**config.mk**
```make
export PLATFORM = sky130hd
export DESIGN_NAME = sum_checked_frame_receiver_core
export DESIGN_NICKNAME = d
export VERILOG_FILES = /design/src/sv/scfr_pkg.sv /design/src/sv/scfr_front.sv /design/src/sv/scfr_queue.sv /design/src/sv/scfr_back.sv /design/src/sv/sum_checked_frame_receiver_core.sv
export SDC_FILE = /design/constraint.sdc
export NUM_CORES = 1
export LEC_CHECK = 0
export BUFFER_PORTS_ARGS = -buffer_cell sky130_fd_sc_hd__clkbuf_2
export CAP_MARGIN = 10
export CORE_ASPECT_RATIO = 0.8
export CORE_MARGIN = 4
export CORE_UTILIZATION = 64
export DETAILED_ROUTE_END_ITERATION = 10
export HOLD_SLACK_MARGIN = 0.03
export PLACE_DENSITY = 0.89
export SETUP_SLACK_MARGIN = 0.4
export SLEW_MARGIN = 20
export SYNTH_ARGS = -nofsm -noshare
export SYNTH_HDL_FRONTEND = slang
export SYNTH_HIERARCHICAL = 1
export SYNTH_SLANG_ARGS = --single-unit
```
**constraint.sdc**
```tcl
create_clock -name clock -period 7.3 [get_ports clock]
set_input_delay 1.46 -clock clock [delete_from_list [all_inputs] [get_ports clock]]
set_output_delay 1.46 -clock clock [all_outputs]
set_load 0.005 [all_outputs]
```
**src/sv/scfr_pkg.sv**
```systemverilog
// Shared types and constants for the sum-checked frame receiver.
// Depends on nothing; imported by every module of the block.
package scfr_pkg;

   localparam int unsigned BYTE_W        = 8;
   localparam int unsigned LEN_OUT_W     = 5;
   localparam int unsigned PAYLOAD_KEEP  = 4;
   localparam int unsigned PAY_IDX_W     = $clog2(PAYLOAD_KEEP);
   localparam int unsigned QUEUE_DEPTH   = 2;
   localparam int unsigned QUEUE_PTR_W   = $clog2(QUEUE_DEPTH);
   localparam int unsigned QUEUE_CNT_W   = $clog2(QUEUE_DEPTH + 1);

   localparam logic [BYTE_W-1:0] START_MARKER_RESET = 8'd170;

   typedef logic [BYTE_W-1:0] byte_type;
   typedef logic [PAYLOAD_KEEP-1:0][BYTE_W-1:0] payload_type;

   typedef struct packed {
      logic                 checksum_ok;
      byte_type             frame_type;
      logic [LEN_OUT_W-1:0] payload_length;
      payload_type          payload;
   } frame_result_type;

   typedef struct packed {
      logic not_empty;
      logic full;
   } queue_status_type;

endpackage

```
**src/sv/scfr_front.sv**
```systemverilog
// Front end: start-marker hunt, frame parsing and running checksum.
// Pushes one frame record per complete frame; oversize frames are dropped. Uses scfr_pkg.
module scfr_front #(
   parameter int unsigned MAX_FRAME = 32
) (
   input  logic                      clock,
   input  logic                      reset,
   input  logic                      take,
   input  scfr_pkg::byte_type        rx_byte,
   input  logic                      marker_wr_en,
   input  scfr_pkg::byte_type        marker_wr_data,
   output logic                      push,
   output scfr_pkg::frame_result_type push_data
);
   import scfr_pkg::*;

   localparam int unsigned PW  = $clog2(MAX_FRAME);
   localparam int unsigned EW  = BYTE_W + 1;
   localparam logic [PW-1:0] POS_HUNT  = PW'(0);
   localparam logic [PW-1:0] POS_TYPE  = PW'(1);
   localparam logic [PW-1:0] POS_LEN   = PW'(2);
   localparam logic [PW-1:0] POS_FIRST = PW'(3);
   localparam logic [PW:0]   MAX_V     = (PW+1)'(MAX_FRAME);

   byte_type        marker_ff, marker_in;
   logic [PW-1:0]   pos_ff, pos_in;
   byte_type        type_ff, type_in;
   byte_type        len_ff, len_in;
   byte_type        sum_ff, sum_in;
   payload_type     pay_ff, pay_in;

   logic [EW-1:0]   end_pos;
   logic [EW-1:0]   pos_ext;
   logic [PW:0]     pos_inc;
   logic [PW-1:0]   pay_k;

   assign end_pos = EW'(len_ff) + EW'(POS_FIRST);
   assign pos_ext = EW'(pos_ff);
   assign pos_inc = (PW+1)'(pos_ff) + (PW+1)'(1);
   assign pay_k   = pos_ff - POS_FIRST;

   assign marker_in = marker_wr_en ? marker_wr_data : marker_ff;

   always_comb begin
      pos_in  = pos_ff;
      type_in = type_ff;
      len_in  = len_ff;
      sum_in  = sum_ff;
      pay_in  = pay_ff;
      push    = 1'b0;
      if (take) begin
         if (pos_ff == POS_HUNT) begin
            if (rx_byte == marker_ff) begin
               sum_in = '0;
               pay_in = '0;
               pos_in = POS_TYPE;
            end
         end else if (pos_ff == POS_TYPE) begin
            type_in = rx_byte;
            sum_in  = sum_ff + rx_byte;
            pos_in  = POS_LEN;
         end else if (pos_ff == POS_LEN) begin
            len_in = rx_byte;
            sum_in = sum_ff + rx_byte;
            pos_in = POS_FIRST;
         end else if (pos_ext < end_pos) begin
            if (pay_k < PW'(PAYLOAD_KEEP)) begin
               pay_in[pay_k[PAY_IDX_W-1:0]] = rx_byte;
            end
            sum_in = sum_ff + rx_byte;
            // A frame that reaches the size limit without ending is dropped.
            if (pos_inc >= MAX_V) begin
               pos_in = POS_HUNT;
            end else begin
               pos_in = pos_inc[PW-1:0];
            end
         end else begin
            push   = 1'b1;
            pos_in = POS_HUNT;
         end
      end
   end

   always_comb begin
      push_data.checksum_ok    = (rx_byte == sum_ff);
      push_data.frame_type     = type_ff;
      push_data.payload_length = len_ff[LEN_OUT_W-1:0];
      push_data.payload        = pay_ff;
   end

   always_ff @(posedge clock) begin
      if (reset) begin
         marker_ff <= START_MARKER_RESET;
         pos_ff    <= POS_HUNT;
      end else begin
         marker_ff <= marker_in;
         pos_ff    <= pos_in;
      end
   end

   always_ff @(posedge clock) begin
      type_ff <= type_in;
      len_ff  <= len_in;
      sum_ff  <= sum_in;
      pay_ff  <= pay_in;
   end

endmodule

```
**src/sv/scfr_queue.sv**
```systemverilog
// Short FIFO of completed frame records between front and back end.
// Uses scfr_pkg for the record type and depth.
module scfr_queue (
   input  logic                       clock,
   input  logic                       reset,
   input  logic                       push,
   input  scfr_pkg::frame_result_type push_data,
   input  logic                       pop,
   output scfr_pkg::frame_result_type pop_data,
   output scfr_pkg::queue_status_type status
);
   import scfr_pkg::*;

   frame_result_type             entry_ff [QUEUE_DEPTH];
   logic [QUEUE_PTR_W-1:0]       wr_ptr_ff, wr_ptr_in;
   logic [QUEUE_PTR_W-1:0]       rd_ptr_ff, rd_ptr_in;
   logic [QUEUE_CNT_W-1:0]       count_ff, count_in;

   always_comb begin
      wr_ptr_in = push ? wr_ptr_ff + QUEUE_PTR_W'(1) : wr_ptr_ff;
      rd_ptr_in = pop  ? rd_ptr_ff + QUEUE_PTR_W'(1) : rd_ptr_ff;
      count_in  = count_ff;
      if (push && !pop) begin
         count_in = count_ff + QUEUE_CNT_W'(1);
      end else if (pop && !push) begin
         count_in = count_ff - QUEUE_CNT_W'(1);
      end
   end

   assign status.not_empty = (count_ff != '0);
   assign status.full      = (count_ff == QUEUE_CNT_W'(QUEUE_DEPTH));
   assign pop_data         = entry_ff[rd_ptr_ff];

   always_ff @(posedge clock) begin
      if (reset) begin
         wr_ptr_ff <= '0;
         rd_ptr_ff <= '0;
         count_ff  <= '0;
      end else begin
         wr_ptr_ff <= wr_ptr_in;
         rd_ptr_ff <= rd_ptr_in;
         count_ff  <= count_in;
      end
   end

   always_ff @(posedge clock) begin
      if (push) begin
         entry_ff[wr_ptr_ff] <= push_data;
      end
   end

endmodule

```
**src/sv/scfr_back.sv**
```systemverilog
// Back end: output register that presents frame records on the response channel.
// Uses scfr_pkg for the record and queue status types.
module scfr_back (
   input  logic                       clock,
   input  logic                       reset,
   input  scfr_pkg::queue_status_type q_status,
   input  scfr_pkg::frame_result_type q_data,
   output logic                       pop,
   input  logic                       out_ready,
   output logic                       out_valid,
   output scfr_pkg::frame_result_type out_data
);
   import scfr_pkg::*;

   logic             valid_ff, valid_in;
   frame_result_type data_ff, data_in;

   // Refill the output register whenever it is empty or being drained.
   assign pop = q_status.not_empty && (!valid_ff || out_ready);

   always_comb begin
      valid_in = valid_ff;
      data_in  = data_ff;
      if (pop) begin
         valid_in = 1'b1;
         data_in  = q_data;
      end else if (out_ready) begin
         valid_in = 1'b0;
      end
   end

   assign out_valid = valid_ff;
   assign out_data  = data_ff;

   always_ff @(posedge clock) begin
      if (reset) begin
         valid_ff <= 1'b0;
      end else begin
         valid_ff <= valid_in;
      end
   end

   always_ff @(posedge clock) begin
      data_ff <= data_in;
   end

endmodule

```
**src/sv/sum_checked_frame_receiver_core.sv**
```systemverilog
// Sum-checked frame receiver: top level joining front end, queue and back end.
// Depends on scfr_pkg, scfr_front, scfr_queue and scfr_back.
//
// Usage:
//   Each request carries one received byte on req_rx_byte. Frames have the form
//   start marker, type, length L, L payload bytes, checksum. One response is
//   given per complete frame with the checksum flag, type, length and the first
//   four payload bytes (zero where the frame has fewer).
//   Frames whose total size would exceed MAX_FRAME bytes are dropped silently.
//   The start marker is written through csr_wr_en / csr_wr_data while idle.
// Timing:
//   One request is accepted every cycle while the queue is not full. rsp_valid
//   for a frame rises once the back end has loaded it: the front end pushes
//   into a two-entry queue at the edge that accepts its checksum byte, and the
//   back end loads its output register from it when free or draining.
// Reset:
//   Synchronous reset returns the parser to hunting, empties the queue, drops
//   any pending response and restores the start marker to 170.
// Stalls:
//   When rsp_ready is low the output register holds; the queue absorbs further
//   frames and req_ready falls only once the queue is full.
module sum_checked_frame_receiver_core #(
   parameter int unsigned MAX_FRAME = 32
) (
   input  logic                              clock,
   input  logic                              reset,
   input  logic                              req_valid,
   output logic                              req_ready,
   input  logic [scfr_pkg::BYTE_W-1:0]       req_rx_byte,
   output logic                              rsp_valid,
   input  logic                              rsp_ready,
   output logic                              rsp_checksum_ok,
   output logic [scfr_pkg::BYTE_W-1:0]       rsp_frame_type,
   output logic [scfr_pkg::LEN_OUT_W-1:0]    rsp_payload_length,
   output logic [scfr_pkg::BYTE_W-1:0]       rsp_payload_byte0,
   output logic [scfr_pkg::BYTE_W-1:0]       rsp_payload_byte1,
   output logic [scfr_pkg::BYTE_W-1:0]       rsp_payload_byte2,
   output logic [scfr_pkg::BYTE_W-1:0]       rsp_payload_byte3,
   input  logic                              csr_wr_en,
   input  logic [scfr_pkg::BYTE_W-1:0]       csr_wr_data
);
   import scfr_pkg::*;

   logic             take;
   logic             push;
   logic             pop;
   frame_result_type push_data;
   frame_result_type q_data;
   frame_result_type out_data;
   queue_status_type q_status;

   assign req_ready = !q_status.full;
   assign take      = req_valid && req_ready;

   scfr_front #(
      .MAX_FRAME (MAX_FRAME)
   ) u_front (
      .clock          (clock),
      .reset          (reset),
      .take           (take),
      .rx_byte        (req_rx_byte),
      .marker_wr_en   (csr_wr_en),
      .marker_wr_data (csr_wr_data),
      .push           (push),
      .push_data      (push_data)
   );

   scfr_queue u_queue (
      .clock     (clock),
      .reset     (reset),
      .push      (push),
      .push_data (push_data),
      .pop       (pop),
      .pop_data  (q_data),
      .status    (q_status)
   );

   scfr_back u_back (
      .clock     (clock),
      .reset     (reset),
      .q_status  (q_status),
      .q_data    (q_data),
      .pop       (pop),
      .out_ready (rsp_ready),
      .out_valid (rsp_valid),
      .out_data  (out_data)
   );

   assign rsp_checksum_ok    = out_data.checksum_ok;
   assign rsp_frame_type     = out_data.frame_type;
   assign rsp_payload_length = out_data.payload_length;
   assign rsp_payload_byte0  = out_data.payload[0];
   assign rsp_payload_byte1  = out_data.payload[1];
   assign rsp_payload_byte2  = out_data.payload[2];
   assign rsp_payload_byte3  = out_data.payload[3];

`ifndef SYNTHESIS
   // A frame record must never be pushed into a full queue.
   a_no_push_when_full: assert property (@(posedge clock) disable iff (reset)
      push |-> !q_status.full)
      else $error("frame record pushed into full queue");

   // The back end only loads while its output register is free or draining.
   a_pop_only_when_free: assert property (@(posedge clock) disable iff (reset)
      pop |-> (!rsp_valid || rsp_ready))
      else $error("output register overwritten while stalled");

   // No response is pending right after reset.
   a_reset_clears_rsp: assert property (@(posedge clock)
      $fell(reset) |-> !rsp_valid)
      else $error("response valid right after reset");
`endif

endmodule
```
==> metrics.cfg <==
[power_and_ir_drop]
power_density_mw_per_mm2=311
worst_ir_drop_vdd_v=0.000189
p_leak_nw=3.40

[detailed_routing]
via_per_inst=5.87
wl_mm=15.4
ant_nets=0
via_count=4610
firstDrtPassIters=6
drt-initial-drc-count=448
wire_per_inst_microns=19.5
drc=0

[cts]
ctsResizeCount=0
cts_tree=done
cts.sinks=213
clk_transition_reported_paths_ns=0.06
clk_latency_ns=0.49
cts-hold-fix-buffers=0
cts_buffer_depth=3
cts-htree-levels=1
cts_root_buf=clkbuf_16
numCtsBuffers=20
cts_setup_buffers=0

[logic_synthesis]
synth_seq_cells=213
yosysUniqueCellTypes=53
synth-edff-count=194
synth-async-reset-ratio=0
synthCells=528
syn_area_per_cell_sq_um=16.2
synthesis.area_sq_mm=0.00856
synth-seq-area-share=0.725
synth_nets=569
yosysWarnings=6
synth_ff_type=edfxtp_1

[setup_path]
r2r_slack_ns=3.87
cp-startpoint=u_front/len_ff[0]
path_class=flop to flop
cp.buffers_inverters=2
crit_path_max_incr_delay_ns=0.55
worst_ep_arrival_time_ns=3.55
crit_family=simple AND/OR/NAND/NOR gates
r2r_start=u_front/len_ff[0]
cp-endpoint=u_queue/entry_ff[0][43]
cp-end-kind=flop
r2r_cells=13
cp-start-kind=flop
cp_slowest_cell=buf_4
worstPathMaxFanout=46
path_depth=13
required_ns=7.42
r2r_end=u_queue/entry_ff[0][43]
crit_chain=inv_1 > ha_1 > nor2b_1 > nand2_1 > xor2_1 > ha_1 > nand2_1 > a21oi_1 > o221ai_4 > nor2b_1 > and2_1 > nor2b_4 > buf_4

[floorplanning]
core-area_sq_mm=0.0130
start_util=0.660
dieArea_sq_mm=0.0153
pin_count=69
rows=37
fp.dieH_microns=111
die_width_microns=137

[grt]
overflow=0
grt_pass1_vias=4583
grt_pass1_wl_mm=24.3
globalRouteTotalUtil=0.206
grt_max_degree=49
antenna_found_initial=0

[sta]
post-route-min-period_ns=3.43
clock_skew_ns=0.0123
finalSetupTns_ns=0
max_freq_ghz=0.292
drv_slew=0
finalCritPeriodShare=0.470
rsz0062_at_grt=no
worstMarginPinSlew_ns=0.974
finalHoldViolCount=0
slew_headroom=0.347
setup_viol_count_final=0

[flow_run]
drv_cap=0

[place]
port_buffers=68
placed_area_sq_mm=0.00900
hpwl_mm=9.33
place.gp.congestion=0.935

[final_layout]
area_delta_synth_final_pct=12.1
final_area_sq_mm=0.00959
antenna_cells=0
num-nets-final=638
final_layout_size_suffix_gt1_frac=0.259
final_common_cell=edfxtp_1
mostFrequentLayoutCells=194 x edfxtp_1, 68 x clkbuf_2, 46 x mux2_2

[hold_path]
worst_hold_path_type=flop to flop

[status]
outcome=complete, no violations

==> routing by layer <==
layer / vias to the layer above / global-route usage / wire, microns / part of all wire
met1: 2244 / 0.284 / 6400 / 0.42
met3: 43 / 0.0402 / 1160 / 0.075
met2: 224 / 0.331 / 7330 / 0.48
met4: 0 / 0.0765 / 471 / 0.031
met5: - / 0 / 0 / 0
li1: 2099 / - / - / -
==> cell families (layout without fill, tap and decap cells) <==
kind of cell | count (synthesis) | after routing | synth area share
AO/OA/AOI/OAI | 45 | 45 | 0.0379
AND/OR/NAND/NOR | 114 | 114 | 0.0675
multiplexers | 74 | 74 | 0.0933
flip-flops | 213 | 213 | 0.725
adder cells (fa/ha/maj) | 20 | 20 | 0.0301
XOR/XNOR | 19 | 19 | 0.0194
buffers and inverters | 43 | 126 | 0.0268
==> state kept, by name, indices dropped and copies added, names as in the netlist, named ones only <==
| signal | count |
|---|---|
| u_front/push_data | 32 |
| u_queue/entry_ff | 92 |
| u_front/len_ff | 8 |
| u_queue/count_ff | 2 |
| u_front/sum_ff | 8 |
| u_queue/wr_ptr_ff | 1 |
| u_back/out_valid | 1 |
| u_front/pos_ff | 5 |
| u_front/type_ff | 8 |
| u_front/marker_ff | 8 |
| u_back/out_data | 46 |
| u_queue/rd_ptr_ff | 1 |
==> worst register-to-register path: stages, from the launching register on <==
cell and delay (ns):
edfxtp_1 0.43, inv_1 0.07, ha_1 0.23, nor2b_1 0.17
nand2_1 0.09, xor2_1 0.15, ha_1 0.29, nand2_1 0.06
a21oi_1 0.22, o221ai_4 0.19, nor2b_1 0.21, and2_1 0.23
nor2b_4 0.16, buf_4 0.55
==> power breakdown <==
group          total (mW)  internal, mW  switching (mW)
combinational       0.437         0.199           0.238
clock               0.931         0.523           0.408
sequential           1.62          1.53          0.0843
==> Yosys cell counts (2+ instances only) <==
| library cell | n | area (sq um) |
|---|---|---|
| and4b_1 | 3 | 30.0 |
| nor3b_1 | 2 | 15.0 |
| a21oi_1 | 9 | 45.0 |
| o22ai_1 | 9 | 56.3 |
| nor2_1 | 44 | 165 |
| xnor2_1 | 12 | 105 |
| nand3_1 | 3 | 15.0 |
| o21ai_0 | 6 | 30.0 |
| buf_6 | 4 | 45.0 |
| nor4_1 | 2 | 12.5 |
| o21a_1 | 2 | 15.0 |
| mux2_2 | 46 | 518 |
| nor3_1 | 7 | 35.0 |
| and2_1 | 4 | 25.0 |
| xor2_1 | 7 | 61.3 |
| dfxtp_1 | 19 | 380 |
| buf_1 | 2 | 7.51 |
| edfxtp_1 | 194 | 5830 |
| nor2b_1 | 12 | 75.1 |
| ha_1 | 19 | 238 |
| a21o_1 | 2 | 15.0 |
| mux2i_1 | 28 | 280 |
| nand2_1 | 20 | 75.1 |
| nand2b_1 | 2 | 12.5 |
| inv_1 | 19 | 71.3 |
| a211o_1 | 5 | 43.8 |
| buf_4 | 8 | 60.1 |
| or2_2 | 3 | 18.8 |
| clkbuf_1 | 4 | 15.0 |
| nand4_1 | 3 | 18.8 |
| buf_2 | 6 | 30.0 |
==> metrics by stage <==
step	hold slack, ns	total power [mW]	worst slack [ns]	cells	util
2_1_floorplan	0.421	1.89	2.70	528	-
3_3_place_gp	0.426	2.06	3.74	750	0.694
3_5_place_dp	0.439	2.08	3.64	750	0.694
4_1_cts	0.451	3.01	3.63	786	0.740
5_1_grt	0.473	3.12	3.68	786	0.740
6_report	0.446	2.98	3.87	786	0.740
==> cell type report <==
type	count	area, sq um
Clock buffer	24	537
Fill cell	772	3370
Multi-Input combinational cell	272	2140
Inverter	19	71.3
Timing Repair Buffer	71	363
Tap cell	175	219
Clock inverter	12	53.8
Sequential cell	213	6210
==> how the worst min path moves through the flow <==
| stage | to | slack, ns | from | depth (start not counted) |
|---|---|---|---|---|
| detailed placement | u_queue/entry_ff[1][40] | 0.44 | u_front/type_ff[3] | 0 |
| global placement | u_queue/entry_ff[1][44] | 0.43 | u_front/type_ff[7] | 0 |
| finish | u_queue/entry_ff[1][40] | 0.45 | u_front/type_ff[3] | 0 |
| global route | u_queue/entry_ff[1][41] | 0.47 | u_front/type_ff[4] | 0 |
| CTS | u_queue/entry_ff[0][40] | 0.45 | u_front/type_ff[3] | 0 |
| floorplan | u_queue/entry_ff[0][37] | 0.42 | u_front/type_ff[0] | 0 |
Power figures use the tool's default switching activity.
